--- config.mk ---
export PLATFORM = sky130hd
export DESIGN_NAME = alarm_clock_mode_controller_flat
export DESIGN_NICKNAME = d
export VERILOG_FILES = /design/src/rtl/core/acm_pkg.sv /design/src/rtl/core/acm_ev_if.sv /design/src/rtl/core/acm_res_if.sv /design/src/rtl/core/acm_next.sv /design/src/rtl/core/alarm_clock_mode_controller.sv /design/src/flat_wrapper.sv
export SDC_FILE = /design/constraint.sdc
export NUM_CORES = 1
export LEC_CHECK = 0
export ABC_AREA = 1
export BUFFER_PORTS_ARGS = -buffer_cell sky130_fd_sc_hd__buf_4
export CAP_MARGIN = 20
export CORE_ASPECT_RATIO = 0.6
export CORE_MARGIN = 2
export CORE_UTILIZATION = 35
export CTS_CLUSTER_SIZE = 10
export DETAILED_ROUTE_END_ITERATION = 7
export PLACE_DENSITY = 0.5
export SYNTH_ARGS = -nofsm -noshare
export SYNTH_HDL_FRONTEND = slang
export SYNTH_SLANG_ARGS = --single-unit
--- constraint.sdc ---
create_clock -name clk -period 10.9 [get_ports clk]
set_clock_uncertainty 0.2 [all_clocks]
set_input_delay 2.725 -clock clk [delete_from_list [all_inputs] [get_ports clk]]
set_output_delay 2.725 -clock clk [all_outputs]
set_load 0.02 [all_outputs]
--- src/rtl/core/acm_pkg.sv ---
`default_nettype none
package acm_pkg;

	localparam int unsigned HOURS_PER_DAY    = 24;
	localparam int unsigned MINUTES_PER_HOUR = 60;
	localparam int unsigned ALARM_HOUR_RESET = 7;

	// event kinds
	localparam logic [2:0] EV_TICK  = 3'd0;
	localparam logic [2:0] EV_UP    = 3'd1;
	localparam logic [2:0] EV_DOWN  = 3'd2;
	localparam logic [2:0] EV_PRESS = 3'd3;
	localparam logic [2:0] EV_LONG  = 3'd4;

	// commands to the clock chip
	localparam logic [1:0] CMD_NONE          = 2'd0;
	localparam logic [1:0] CMD_WRITE_TIME    = 2'd1;
	localparam logic [1:0] CMD_PROGRAM_ALARM = 2'd2;
	localparam logic [1:0] CMD_CLEAR_FLAGS   = 2'd3;

	// mode codes as seen on the result
	localparam logic [2:0] MODE_CODE_CLOCK   = 3'd0;
	localparam logic [2:0] MODE_CODE_SET_H   = 3'd1;
	localparam logic [2:0] MODE_CODE_SET_M   = 3'd2;
	localparam logic [2:0] MODE_CODE_ALARM_H = 3'd3;
	localparam logic [2:0] MODE_CODE_ALARM_M = 3'd4;

	typedef enum logic [4:0] {
		MODE_CLOCK   = 5'b00001,
		MODE_SET_H   = 5'b00010,
		MODE_SET_M   = 5'b00100,
		MODE_ALARM_H = 5'b01000,
		MODE_ALARM_M = 5'b10000
	} mode_t;

	typedef struct packed {
		logic [2:0] func;
		logic [4:0] rtc_hour;
		logic [5:0] rtc_minute;
		logic [5:0] rtc_second;
		logic       rtc_read_ok;
		logic       alarm_matched;
	} ev_t;

	typedef struct packed {
		logic [4:0] shown_hour;
		logic [5:0] shown_minute;
		logic [5:0] shown_second;
		logic [4:0] wake_hour;
		logic [5:0] wake_minute;
		logic [2:0] edit_mode;
		logic       alarm_armed;
		logic       alarm_ringing;
		logic [1:0] clock_command;
		logic       repaint;
	} res_t;

	typedef struct packed {
		mode_t      mode;
		logic [4:0] hour;
		logic [5:0] minute;
		logic [5:0] second;
		logic [4:0] wake_hour;
		logic [5:0] wake_minute;
		logic       armed;
		logic       ringing;
	} state_t;

	typedef struct packed {
		logic [1:0] cmd;
		logic       paint;
	} ctl_t;

	// +/-1 mod 24 for any 5-bit held value; sum stays below 3*24
	function automatic logic [4:0] wrap_hour(input logic [4:0] v, input logic up);
		logic [6:0] s;
		s = {2'b00, v} + (up ? 7'(HOURS_PER_DAY + 1) : 7'(HOURS_PER_DAY - 1));
		if (s >= 7'(2 * HOURS_PER_DAY))
			s = s - 7'(2 * HOURS_PER_DAY);
		else if (s >= 7'(HOURS_PER_DAY))
			s = s - 7'(HOURS_PER_DAY);
		return s[4:0];
	endfunction

	// +/-1 mod 60 for any 6-bit held value; sum stays below 3*60
	function automatic logic [5:0] wrap_minute(input logic [5:0] v, input logic up);
		logic [7:0] s;
		s = {2'b00, v} + (up ? 8'(MINUTES_PER_HOUR + 1) : 8'(MINUTES_PER_HOUR - 1));
		if (s >= 8'(2 * MINUTES_PER_HOUR))
			s = s - 8'(2 * MINUTES_PER_HOUR);
		else if (s >= 8'(MINUTES_PER_HOUR))
			s = s - 8'(MINUTES_PER_HOUR);
		return s[5:0];
	endfunction

	function automatic logic [2:0] mode_code(input mode_t m);
		logic [2:0] c;
		case (m)
			MODE_CLOCK:   c = MODE_CODE_CLOCK;
			MODE_SET_H:   c = MODE_CODE_SET_H;
			MODE_SET_M:   c = MODE_CODE_SET_M;
			MODE_ALARM_H: c = MODE_CODE_ALARM_H;
			MODE_ALARM_M: c = MODE_CODE_ALARM_M;
			default:      c = MODE_CODE_CLOCK;
		endcase
		return c;
	endfunction

endpackage
`default_nettype wire

--- src/rtl/core/acm_ev_if.sv ---
`default_nettype none
interface acm_ev_if;
	import acm_pkg::*;
	logic valid;
	logic ready;
	ev_t  data;
	modport source(output valid, output data, input ready);
	modport sink(input valid, input data, output ready);
endinterface
`default_nettype wire

--- src/rtl/core/acm_res_if.sv ---
`default_nettype none
interface acm_res_if;
	import acm_pkg::*;
	logic valid;
	logic ready;
	res_t data;
	modport source(output valid, output data, input ready);
	modport sink(input valid, input data, output ready);
endinterface
`default_nettype wire

--- src/rtl/core/acm_next.sv ---
`default_nettype none
module acm_next (
	input  acm_pkg::state_t cur,
	input  acm_pkg::ev_t    ev,
	output acm_pkg::state_t nxt,
	output acm_pkg::ctl_t   ctl
);
	import acm_pkg::*;

	logic up;
	assign up = (ev.func == EV_UP);

	always_comb begin
		nxt       = cur;
		ctl.cmd   = CMD_NONE;
		ctl.paint = 1'b0;
		case (ev.func)
			EV_TICK: begin
				if (cur.mode == MODE_CLOCK && ev.rtc_read_ok) begin
					nxt.hour   = ev.rtc_hour;
					nxt.minute = ev.rtc_minute;
					nxt.second = ev.rtc_second;
					ctl.paint  = 1'b1;
					if (cur.armed && !cur.ringing && ev.alarm_matched)
						nxt.ringing = 1'b1;
				end
			end
			EV_UP, EV_DOWN: begin
				ctl.paint = 1'b1;
				case (cur.mode)
					MODE_SET_H:   nxt.hour        = wrap_hour(cur.hour, up);
					MODE_SET_M:   nxt.minute      = wrap_minute(cur.minute, up);
					MODE_ALARM_H: nxt.wake_hour   = wrap_hour(cur.wake_hour, up);
					MODE_ALARM_M: nxt.wake_minute = wrap_minute(cur.wake_minute, up);
					default:      ctl.paint       = 1'b0;
				endcase
			end
			EV_PRESS: begin
				ctl.paint = 1'b1;
				if (cur.ringing) begin
					nxt.ringing = 1'b0;
					ctl.cmd     = CMD_CLEAR_FLAGS;
				end else begin
					case (cur.mode)
						MODE_CLOCK:   nxt.mode = MODE_SET_H;
						MODE_SET_H:   nxt.mode = MODE_SET_M;
						MODE_SET_M: begin
							nxt.second = '0;
							nxt.mode   = MODE_ALARM_H;
							ctl.cmd    = CMD_WRITE_TIME;
						end
						MODE_ALARM_H: nxt.mode = MODE_ALARM_M;
						default: begin
							nxt.mode = MODE_CLOCK;
							ctl.cmd  = CMD_PROGRAM_ALARM;
						end
					endcase
				end
			end
			EV_LONG: begin
				ctl.paint = 1'b1;
				nxt.armed = !cur.armed;
				if (cur.armed && cur.ringing) begin
					nxt.ringing = 1'b0;
					ctl.cmd     = CMD_CLEAR_FLAGS;
				end
			end
			default: ;
		endcase
	end

endmodule
`default_nettype wire

--- src/rtl/core/alarm_clock_mode_controller.sv ---
// Path: an accepted event is held in the input stage, then moves to the result stage
// (two-stage path). Throughput: one event per cycle unless res stalls; both stages
// hold an item, and the state registers update as an event moves into the result stage.
// Reset: arst_n low clears both stages, mode to clock face, time 00:00:00,
// alarm 07:00, armed set, ringing clear.
`default_nettype none
module alarm_clock_mode_controller (
	input  wire logic clk,
	input  wire logic arst_n,
	acm_ev_if.sink    ev,
	acm_res_if.source res
);
	import acm_pkg::*;

	// input stage
	logic   valid_s1;
	ev_t    item_s1;
	// result stage
	logic   valid_s2;
	res_t   item_s2;

	// architectural state
	state_t st_q;
	state_t st_nxt;
	ctl_t   ctl;

	logic adv;   // input stage moves into result stage
	assign adv      = valid_s1 && (!valid_s2 || res.ready);
	assign ev.ready = !valid_s1 || adv;

	acm_next u_next (
		.cur(st_q),
		.ev (item_s1),
		.nxt(st_nxt),
		.ctl(ctl)
	);

	always_ff @(posedge clk or negedge arst_n) begin
		if (!arst_n) begin
			valid_s1 <= 1'b0;
		end else if (ev.ready) begin
			valid_s1 <= ev.valid;
		end
	end

	always_ff @(posedge clk) begin
		if (ev.valid && ev.ready)
			item_s1 <= ev.data;
	end

	always_ff @(posedge clk or negedge arst_n) begin
		if (!arst_n) begin
			valid_s2 <= 1'b0;
		end else if (adv) begin
			valid_s2 <= 1'b1;
		end else if (res.ready) begin
			valid_s2 <= 1'b0;
		end
	end

	// state follows each event in order; the next event sees the updated state
	always_ff @(posedge clk or negedge arst_n) begin
		if (!arst_n) begin
			st_q.mode        <= MODE_CLOCK;
			st_q.hour        <= '0;
			st_q.minute      <= '0;
			st_q.second      <= '0;
			st_q.wake_hour   <= 5'(ALARM_HOUR_RESET);
			st_q.wake_minute <= '0;
			st_q.armed       <= 1'b1;
			st_q.ringing     <= 1'b0;
		end else if (adv) begin
			st_q <= st_nxt;
		end
	end

	always_ff @(posedge clk) begin
		if (adv) begin
			item_s2.shown_hour    <= st_nxt.hour;
			item_s2.shown_minute  <= st_nxt.minute;
			item_s2.shown_second  <= st_nxt.second;
			item_s2.wake_hour     <= st_nxt.wake_hour;
			item_s2.wake_minute   <= st_nxt.wake_minute;
			item_s2.edit_mode     <= mode_code(st_nxt.mode);
			item_s2.alarm_armed   <= st_nxt.armed;
			item_s2.alarm_ringing <= st_nxt.ringing;
			item_s2.clock_command <= ctl.cmd;
			item_s2.repaint       <= ctl.paint;
		end
	end

	assign res.valid = valid_s2;
	assign res.data  = item_s2;

	// write-time command only when leaving set minute: seconds zeroed, alarm hour next
	a_write_time: assert property (@(posedge clk) disable iff (!arst_n)
		res.valid && res.data.clock_command == CMD_WRITE_TIME
		|-> res.data.shown_second == '0 && res.data.edit_mode == MODE_CODE_ALARM_H)
		else $error("write-time command with wrong mode or seconds");

	// clearing the alarm flags always leaves the alarm silent
	a_clear_silent: assert property (@(posedge clk) disable iff (!arst_n)
		res.valid && res.data.clock_command == CMD_CLEAR_FLAGS |-> !res.data.alarm_ringing)
		else $error("clear-flags command while still ringing");

	// every command comes from a press or a long press, both of which always repaint
	a_cmd_paint: assert property (@(posedge clk) disable iff (!arst_n)
		res.valid && res.data.clock_command != CMD_NONE |-> res.data.repaint)
		else $error("command issued without repaint");

	// a full input stage that cannot advance must back-pressure the source
	a_backpressure: assert property (@(posedge clk) disable iff (!arst_n)
		valid_s1 && valid_s2 && !res.ready |-> !ev.ready)
		else $error("input accepted while both stages are blocked");

endmodule
`default_nettype wire
--- src/flat_wrapper.sv ---
// flat-port wrapper written by rule: the top's interface ports become plain ports
module alarm_clock_mode_controller_flat import acm_pkg::*;
  (clk, arst_n, ev_valid, ev_data, ev_ready, res_valid, res_data, res_ready);
  acm_ev_if ev_i ();
  acm_res_if res_i ();
  input  wire logic clk;
  input  wire logic arst_n;
  input wire logic [$bits(ev_i.valid)-1:0] ev_valid;
  input wire logic [$bits(ev_i.data)-1:0] ev_data;
  output wire logic [$bits(ev_i.ready)-1:0] ev_ready;
  output wire logic [$bits(res_i.valid)-1:0] res_valid;
  output wire logic [$bits(res_i.data)-1:0] res_data;
  input wire logic [$bits(res_i.ready)-1:0] res_ready;
  assign ev_i.valid = ev_valid;
  assign ev_i.data = ev_data;
  assign ev_ready = ev_i.ready;
  assign res_valid = res_i.valid;
  assign res_data = res_i.data;
  assign res_i.ready = res_ready;
  alarm_clock_mode_controller u_core (.clk(clk), .arst_n(arst_n), .ev(ev_i), .res(res_i));
endmodule
# Yosys cells after proc, flatten, opt, wreduce, memory -nomap -nowiden
# Index checks and enable logic that the tools add are counted.
[word_totals]
output_inout_bits = 38
reg_bits = 95
word_cells = 115
[classes]
eq_ne = 13
order_cmp = 8
muxes = 38
addsub = 12
reduce_logical = 18
[op_table]
columns = ["op", "count"]
rows = [
  ["$mux 6", 8],
  ["$mux 5", 8],
  ["$sub 6x6->6 const B", 4],
  ["$pmux 11 s2", 1],
  ["$pmux 5 s4", 1],
  ["$sub 5x5->5 const B", 4],
  ["$mux 17", 1],
  ["$add 6x6->7", 2],
  ["$ge 7x6->1 const B", 2],
  ["$ge 7x7->1 const B", 2],
  ["$add 5x5->6", 2],
  ["$ge 6x5->1 const B", 2],
  ["$ge 6x6->1 const B", 2],
  ["$pmux 3 s4", 1],
  ["$pmux 6 s2", 1],
  ["$mux 11", 1],
  ["$eq 5x2->1 const B", 2],
  ["$eq 5x3->1 const B", 2],
  ["$eq 5x4->1 const B", 2],
  ["$eq 5x5->1 const B", 2],
  ["$mux 1", 8],
  ["$pmux 2 s2", 2],
  ["$eq 3x2->1 const B", 2],
  ["$logic_and 1x1->1", 6],
  ["14 further kinds", 21],
]

# Depth between registers and ports, before layout
# Gate-level depths: netlist (run 1).
[logic_depth]
depth_word = 8
ltp_mapped = 24
ltp_nobuf = 24

# Modules after synthesis
# From an unflattened synthesis (run 1), not the netlist that was laid out.
[unflattened]
cells_unflattened = 592
hier_area_um2 = 5462.7
[by_module_without_submodules]
columns = ["module", "seq_area_each_um2", "n_inst", "area_per_inst_um2", "cells_per_inst"]
rows = [
  ["alarm_clock_mode_controller", 2673.8, 1, 3334.4, 233],
  ["acm_next", 0.0, 1, 2128.3, 359],
]

# Worst setup path after synthesis (run 1)
# No wires, ideal clock.
[synth_timing]
path_kind = "in2out"
start = "input res_ready"
end = "output ev_ready"
setup_slack_ns = 4.997
stages = 2
t_arrival_ns = 2.978
path_buffers = 0
t_required_ns = 7.975
path_cell_list = "inv_1 -> nand3_1"
[synth_via]
elab_chain_len = 3
[synth_rtl]
columns = ["element", "line", "rtl"]
rows = [
  ["start, declared", "flat_wrapper.sv:13", "input wire logic [$bits(res_i.ready)-1:0] res_ready;"],
  ["$logic_or 1x1->1", "alarm_clock_mode_controller.sv:28", "assign adv = valid_s1 && (!valid_s2 || res.ready);"],
  ["$logic_and 1x1->1", "alarm_clock_mode_controller.sv:28", ""],
  ["$logic_or 1x1->1", "alarm_clock_mode_controller.sv:29", "assign ev.ready = !valid_s1 || adv;"],
  ["end, declared", "flat_wrapper.sv:10", "output wire logic [$bits(ev_i.ready)-1:0] ev_ready;"],
]
# No other way between the ends.

# Worst setup path in the final report (run 1)
# Ends and elaborated chain as after synthesis.

==> results of run 1 <==
-- tightest hold or removal path, cell delays in order (launching register included) --
cell and delay [ps]:
dfstp_2 400, nand2_1 60, nand2_1 50
-- worst paths after layout --
path,endpoint,slack (ps),cells after the start
min reg2reg,u_core.st_q[1],300,2
max,ev_ready,4770,4
min,u_core.st_q[1],300,2
min in group asynchronous,u_core.st_q[6],2140,1
max in group asynchronous,u_core.st_q[8],7960,1
max reg2reg,u_core.res.data[10],7080,19
-- flip-flops by register name (all words and copies together) (netlist names) --
register / flops
u_core.res.valid: 1
u_core.st_q: 35
u_core.res.data: 36
u_core.item_s1: 22
u_core.valid_s1: 1
-- through the flow --
stage	setup WS, ps	hold slack, ps	power [mW]
after floorplan	5000	267	1.25
after global placement	4810	288	1.45
after detailed placement	4770	290	1.47
after CTS	4770	303	1.82
after global routing	4740	306	1.96
final	4770	302	1.81
-- metal layers --
layer  up-vias  GRT usage [%]  share of wire [%]
met1      1848           23.1                 52
met5         -              0                  0
li1       2073              -                  -
met2        95           22.7                 41
met3        11           4.34                5.7
met4         0           3.17               0.94
-- cell usage in the layout (no fill, tap or decap), types with 4 or more instances in the layout --
cell,Yosys,routed
nor2_1,14,14
inv_2,7,8
o21ai_2,13,13
fa_1,4,4
xor2_1,9,9
edfxtp_1,58,58
clkbuf_16,0,9
dfrtp_1,32,32
a22o_1,4,4
nand2_2,11,11
or2_2,4,4
nand3_1,38,38
o21ai_0,31,31
a21oi_1,12,12
nand4_2,5,5
inv_1,69,68
nand4_1,4,4
o21ai_1,4,4
ha_1,20,20
nand3b_1,5,5
nor2_2,6,6
nand2_1,191,191
dfstp_2,5,5
buf_4,1,66
nor2_4,4,4
-- layout make-up --
| type | count | share of cell area, % |
|---|---|---|
| clock buffer | 9 | 3.51 |
| clock inverter | 7 | 1.39 |
| inverter | 78 | 4.64 |
| multi-input combinational | 406 | 36.9 |
| sequential | 95 | 41.7 |
| tap | 203 | 3.96 |
| timing repair buffer | 67 | 7.96 |
-- power groups by stage --
stage	Sequential, mW	Combinational, mW	Clock, mW
2_1_floorplan	0.618	0.631	0
3_3_place_gp	0.589	0.866	0
3_5_place_dp	0.588	0.883	0
4_1_cts	0.584	0.888	0.346
5_1_grt	0.595	1.00	0.362
6_report	0.583	0.889	0.336
-- cells by family (layout without fill, tap and decap cells) --
group,count (synthesis),count (layout)
AO/OA/AOI/OAI,79,79
XOR/XNOR,11,11
adder cells (fa/ha/maj),24,24
buffers and inverters,86,161
flip-flops,95,95
AND/OR/NAND/NOR,292,292
==> qor.yml, run 1 <==
run_status:
  status: "finished clean"
cts:
  clkSinkCount: 95
  insertion_delay_ps: 350
  cts_hold_buffers: 0
  cts-buffers-inserted: 9
  post_cts_resized: 0
  cts_setup_buffers: 0
  clk_path_buf_depth: 2
  tritoncts: "built"
  clockRootBuffer: "clkbuf_16"
  htreeDepth: 3
  clk_pin_slew_ps: 80
route:
  antenna_left: 0
  drc: 0
  via_per_inst: 4.66
  first_pass_iters: 4
  drt_iter0_markers: 228
  wl_per_cell_um: 14.1
  finalWirelength_um: 12200
  vias: 4027
global_route:
  grt_pass1_wl_um: 19700
  grtUsageTotal_pct: 15.6
  grt_pass1_vias: 3856
  antenna_found_initial: 0
  overflow: 0
  grt_start_max_net_pins: 52
logic_synthesis:
  ys_seq_area_share_pct: 49.7
  synth-seq-cells: 95
  synth_flop_cell: "edfxtp_1"
  synth_simple_gate_area_share_pct: 26.1
  synth_top_family_by_area: "simple AND/OR/NAND/NOR gates"
  syn_inst: 587
  yosysWarnings: 0
  yosys.area_share.adder_pct: 6.14
  synth_edf_count: 58
  syn-cell-area_um2: 5380
  synth_top_cell_area_share_pct: 32.3
  netlist-cell-type-count: 44
  netlist_top_cells_count: "nand2_1, inv_1, edfxtp_1"
  yosysMostFrequentCell: "nand2_1"
  syn_area_per_cell_um2: 9.17
  yosysTopAreaCell: "edfxtp_1"
  synthTopCellsByArea: "edfxtp_1, dfrtp_1, nand2_1, inv_1, ha_1"
  muxShareOfSynthArea_pct: 0
  syn_nets: 637
  synth_compound_area_share_pct: 9.92
  async_flop_share_pct: 38.9
  synth-xor-area-share_pct: 1.79
timing:
  relSlewSlack_pct: 58.9
  finalSetupViolCount: 0
  rsz0062_at_grt: "no"
  report.final.slew_viol_count: 0
  final_min_period_over_clock_period_pct: 56.2
  period_needed_ps: 6130
  tns_ps: 0
  hold_viol_final: 0
  worst_pin_slew_ps: 616
  fmax_ghz: 0.163
worst_setup_path:
  path_cells: "buf_4, inv_1, nand3_1, buf_4"
  worst-path-buf-inv: 3
  crit_top_cell: "buf_4"
  end_kind: "primary output"
  start_kind: "input port"
  slowest_delay_ps: 190
  cp.required_ps: 7980
  arrival_ps: 3200
  critical_path.max_fanout: 3
  worstSetupPathType: "input port to primary output"
  timing.rr.start: "u_core.item_s1[21]"
  cp_top_family: "buffers and inverters"
  critPathLaunch: "res_ready"
  slowest_stage: "buf_4"
floorplan:
  die_area_um2: 16400
  std_cell_rows: 35
  die_h_um: 100
  initial_core_util_pct: 35.4
  ios: 64
  design.core.area_um2: 15200
  die_w_um: 164
place:
  dp.cells: 848
  place_hpwl_um: 8650
  gp_congestion: 0.849
  dpl_cell_area_um2: 6080
  io_buffers: 63
flow_run:
  max_cap_viol_count: 0
pwr:
  ir_worst_vdd_uv: 84.8
  p_sw_mw: 0.788
  swShare_pct: 43.6
  power.internal_mw: 1.02
  p_leak_nw: 3.00
  seqPwrFrac_pct: 32.3
  pwr-share-clk_pct: 18.6
  pwr-share-comb_pct: 49.2
  powerDensity_nw_per_um2: 282
hold_path:
  hold_start: "u_core.st_q[1]"
  min-delay-path-class: "flip-flop to flip-flop"
finish:
  multiInputGateArea_um2: 2360
  regArea_um2: 2670
  area_delta_synth_final_pct: 19.1
  stdcell_area_um2: 6410
  diodes: 0
  nets: 707
  fillers: 1469
  utilization_pct: 42.2
  drive_gt1_share_pct: 23.7
  stdcell_count: 865
(Power assumes the default switching activity.)
==> run 2, diff against run 1 <==
- PLACE_DENSITY: 0.5 -> 0.51
- clock period: 10.9 -> 5.4 ns (I/O delays scaled with it)
==> run 2 against run 1 <==
Net effect:
- total power increased by 100%
- register-to-register slack got worse by 5300 ps
- routed wire length increased by 3.4%
- count of clock-buffer cells in the layout unchanged
- sequential power increased by 100%
- final cell count increased by 0.12%
- setup slack got worse by 3000 ps
- sequential share of layout area decreased by 0.17 points
- largest cell class unchanged
- largest power group unchanged
==> qor.yml, run 2 (synthesized netlist as in run 1, its figures left out) <==
pwr:
  pwr-share-clk_pct: 18.8  # +0.2 points
  swShare_pct: 43.1  # -0.52 points
  seqPwrFrac_pct: 32.0  # -0.3 points
  p_leak_nw: 3.01  # +0.49%
  ir_worst_vdd_uv: 226  # +170%
  power.internal_mw: 2.10  # +110%
  powerDensity_nw_per_um2: 573  # +100%
  p_total_mw: 3.69  # +100%
  p_sw_mw: 1.59  # +100%
  pwr-share-comb_pct: 49.1  # about the same
finish:
  diodes: 0  # unchanged
  largest_reg_flops: 36  # unchanged
  area_delta_synth_final_pct: 19.6
  drive_gt1_share_pct: 23.8  # +0.12 points
  final_cell_mix: "nand2_1, inv_1, buf_4"
  nets: 708  # +0.14%
  final_common_cell: "nand2_1"
  utilization_pct: 42.4  # +0.17 points
cts:
  insertion_delay_ps: 340  # about the same
  clk_pin_slew_ps: 70  # about the same
  clk_path_buf_depth: 2  # unchanged
  cts_hold_buffers: 0  # unchanged
  post_cts_resized: 0  # unchanged
  clockRootBuffer: "clkbuf_16"
  clkSinkCount: 95  # unchanged
  cts-buffers-inserted: 9  # unchanged
  cts_setup_buffers: 0  # unchanged
  htreeDepth: 3  # unchanged
  tritoncts: "built"
route:
  drc: 0  # unchanged
  wl_per_cell_um: 14.6  # +3.3%
  via_per_inst: 4.74  # +1.9%
  first_pass_iters: 5  # +1
  antenna_left: 0  # unchanged
  drt_iter0_markers: 315  # +38%
  finalWirelength_um: 12600  # +3.4%
  vias: 4109  # +2.0%
worst_setup_path:
  path_cells: "nor3_1, buf_4, inv_1, ha_1, nand2_1, nand2_1, nand2_1, nand2_1, xor2_1, ha_1, inv_1, nor2_1, nand3_1, nand3_2, nand2_1, nand2_1, nand3_1, nand2_1, inv_1"
  worstSetupPathType: "flip-flop to flip-flop"
  arrival_ps: 3550  # +350 ps
  slowest_stage: "edfxtp_1"
  crit_top_cell: "nand2_1"
  slowest_delay_ps: 440  # +250 ps
  start_kind: "flip-flop"
  r2r_slack_ps: 1750  # -5330 ps
  end_kind: "flip-flop"
  critical_path.max_fanout: 8  # +5
  cp.required_ps: 5300  # -2680 ps
timing:
  tns_ps: 0  # unchanged
  final_min_period_over_clock_period_pct: 67.6
  fmax_ghz: 0.274
  rsz0062_at_grt: "no"
  period_needed_ps: 3650
  report.final.slew_viol_count: 0  # unchanged
  relSlewSlack_pct: 61.3  # +2.4 points
  worst_pin_slew_ps: 581  # -35.3 ps
  hold_viol_final: 0  # unchanged
  finalSetupViolCount: 0  # unchanged
floorplan:
  die_area_um2: 16400  # unchanged
  std_cell_rows: 35  # unchanged
  initial_core_util_pct: 35.4  # unchanged
  die_w_um: 164  # unchanged
  ios: 64  # unchanged
  design.core.area_um2: 15200  # unchanged
  die_h_um: 100  # unchanged
run_status:
  status: "finished clean"
place:
  place_hpwl_um: 8970  # +3.7%
  gp_congestion: 0.832  # -2.1%
  io_buffers: 63  # unchanged
global_route:
  grtUsageTotal_pct: 16.3  # +0.69 points
  antenna_found_initial: 0  # unchanged
  grt_pass1_vias: 3878  # +0.57%
  grt_pass1_wl_um: 20600  # +4.5%
  overflow: 0  # unchanged
  grt_start_max_net_pins: 38  # -27%
flow_run:
  max_cap_viol_count: 0  # unchanged
hold_path:
  min-delay-path-class: "flip-flop to flip-flop"
-- run 2: cell count changes in the layout (fill, tap and decap cells not counted), sizes merged --
cell,previous run,this run
bufinv,1,2
inv,81,80
buf,67,68
-- run 2: final cells by class --
type / count / area (um2)
clock buffer: 9 / 225
inverter: 78 / 298
multi-input combinational: 406 / 2360
timing repair buffer: 68 / 531
fill: 1470 / 8760
clock inverter: 7 / 95.1
sequential: 95 / 2670
tap: 203 / 254
-- run 2: power groups by stage --
| stage | Clock, mW | Combinational, mW | Sequential (mW) |
|---|---|---|---|
| after floorplan | 0 | 1.27 | 1.25 |
| after global placement | 0 | 1.76 | 1.20 |
| after detailed placement | 0 | 1.80 | 1.19 |
| after CTS | 0.713 | 1.81 | 1.18 |
| after global routing | 0.741 | 2.04 | 1.21 |
| final | 0.694 | 1.81 | 1.18 |
-- run 2: per-stage QoR --
step	worst slack (ps)	instance area, um2	hold WS (ps)	std cells
after detailed placement	1760	6090	293	849
after CTS	1750	6410	303	865
after floorplan	1610	5380	267	587
after global placement	1870	6090	285	849
final	1750	6440	298	866
after global routing	1460	6440	320	866
-- run 2: per-layer routing --
layer	vias to the layer above	part of all wire (%)	GRT usage, %
li1	2083	-	-
met1	1924	54	25.3
met2	96	41	23.3
met3	6	4.4	3.72
met4	0	0.52	2.70
met5	-	0	0
-- run 2: worst paths after layout --
kind,cells past startpoint,endpoint,startpoint
worst max-delay path,19,u_core.res.data[10],u_core.item_s1[21]
worst max register to register,19,u_core.res.data[10],u_core.item_s1[21]
worst min register to register,2,u_core.st_q[1],u_core.st_q[1]
max in group asynchronous,1,u_core.st_q[30],arst_n
min in group asynchronous,1,u_core.st_q[25],arst_n
worst min-delay path,2,u_core.st_q[1],u_core.st_q[1]
-- run 2: worst max-delay path, delay by kind of cell, from the launching register on --
| family | cells | cell delay, ps |
|---|---|---|
| XOR/XNOR | 1 | 320 |
| adder cells (fa/ha/maj) | 2 | 680 |
| buffers and inverters | 4 | 520 |
| flip-flops | 1 | 440 |
| AND/OR/NAND/NOR | 12 | 1260 |
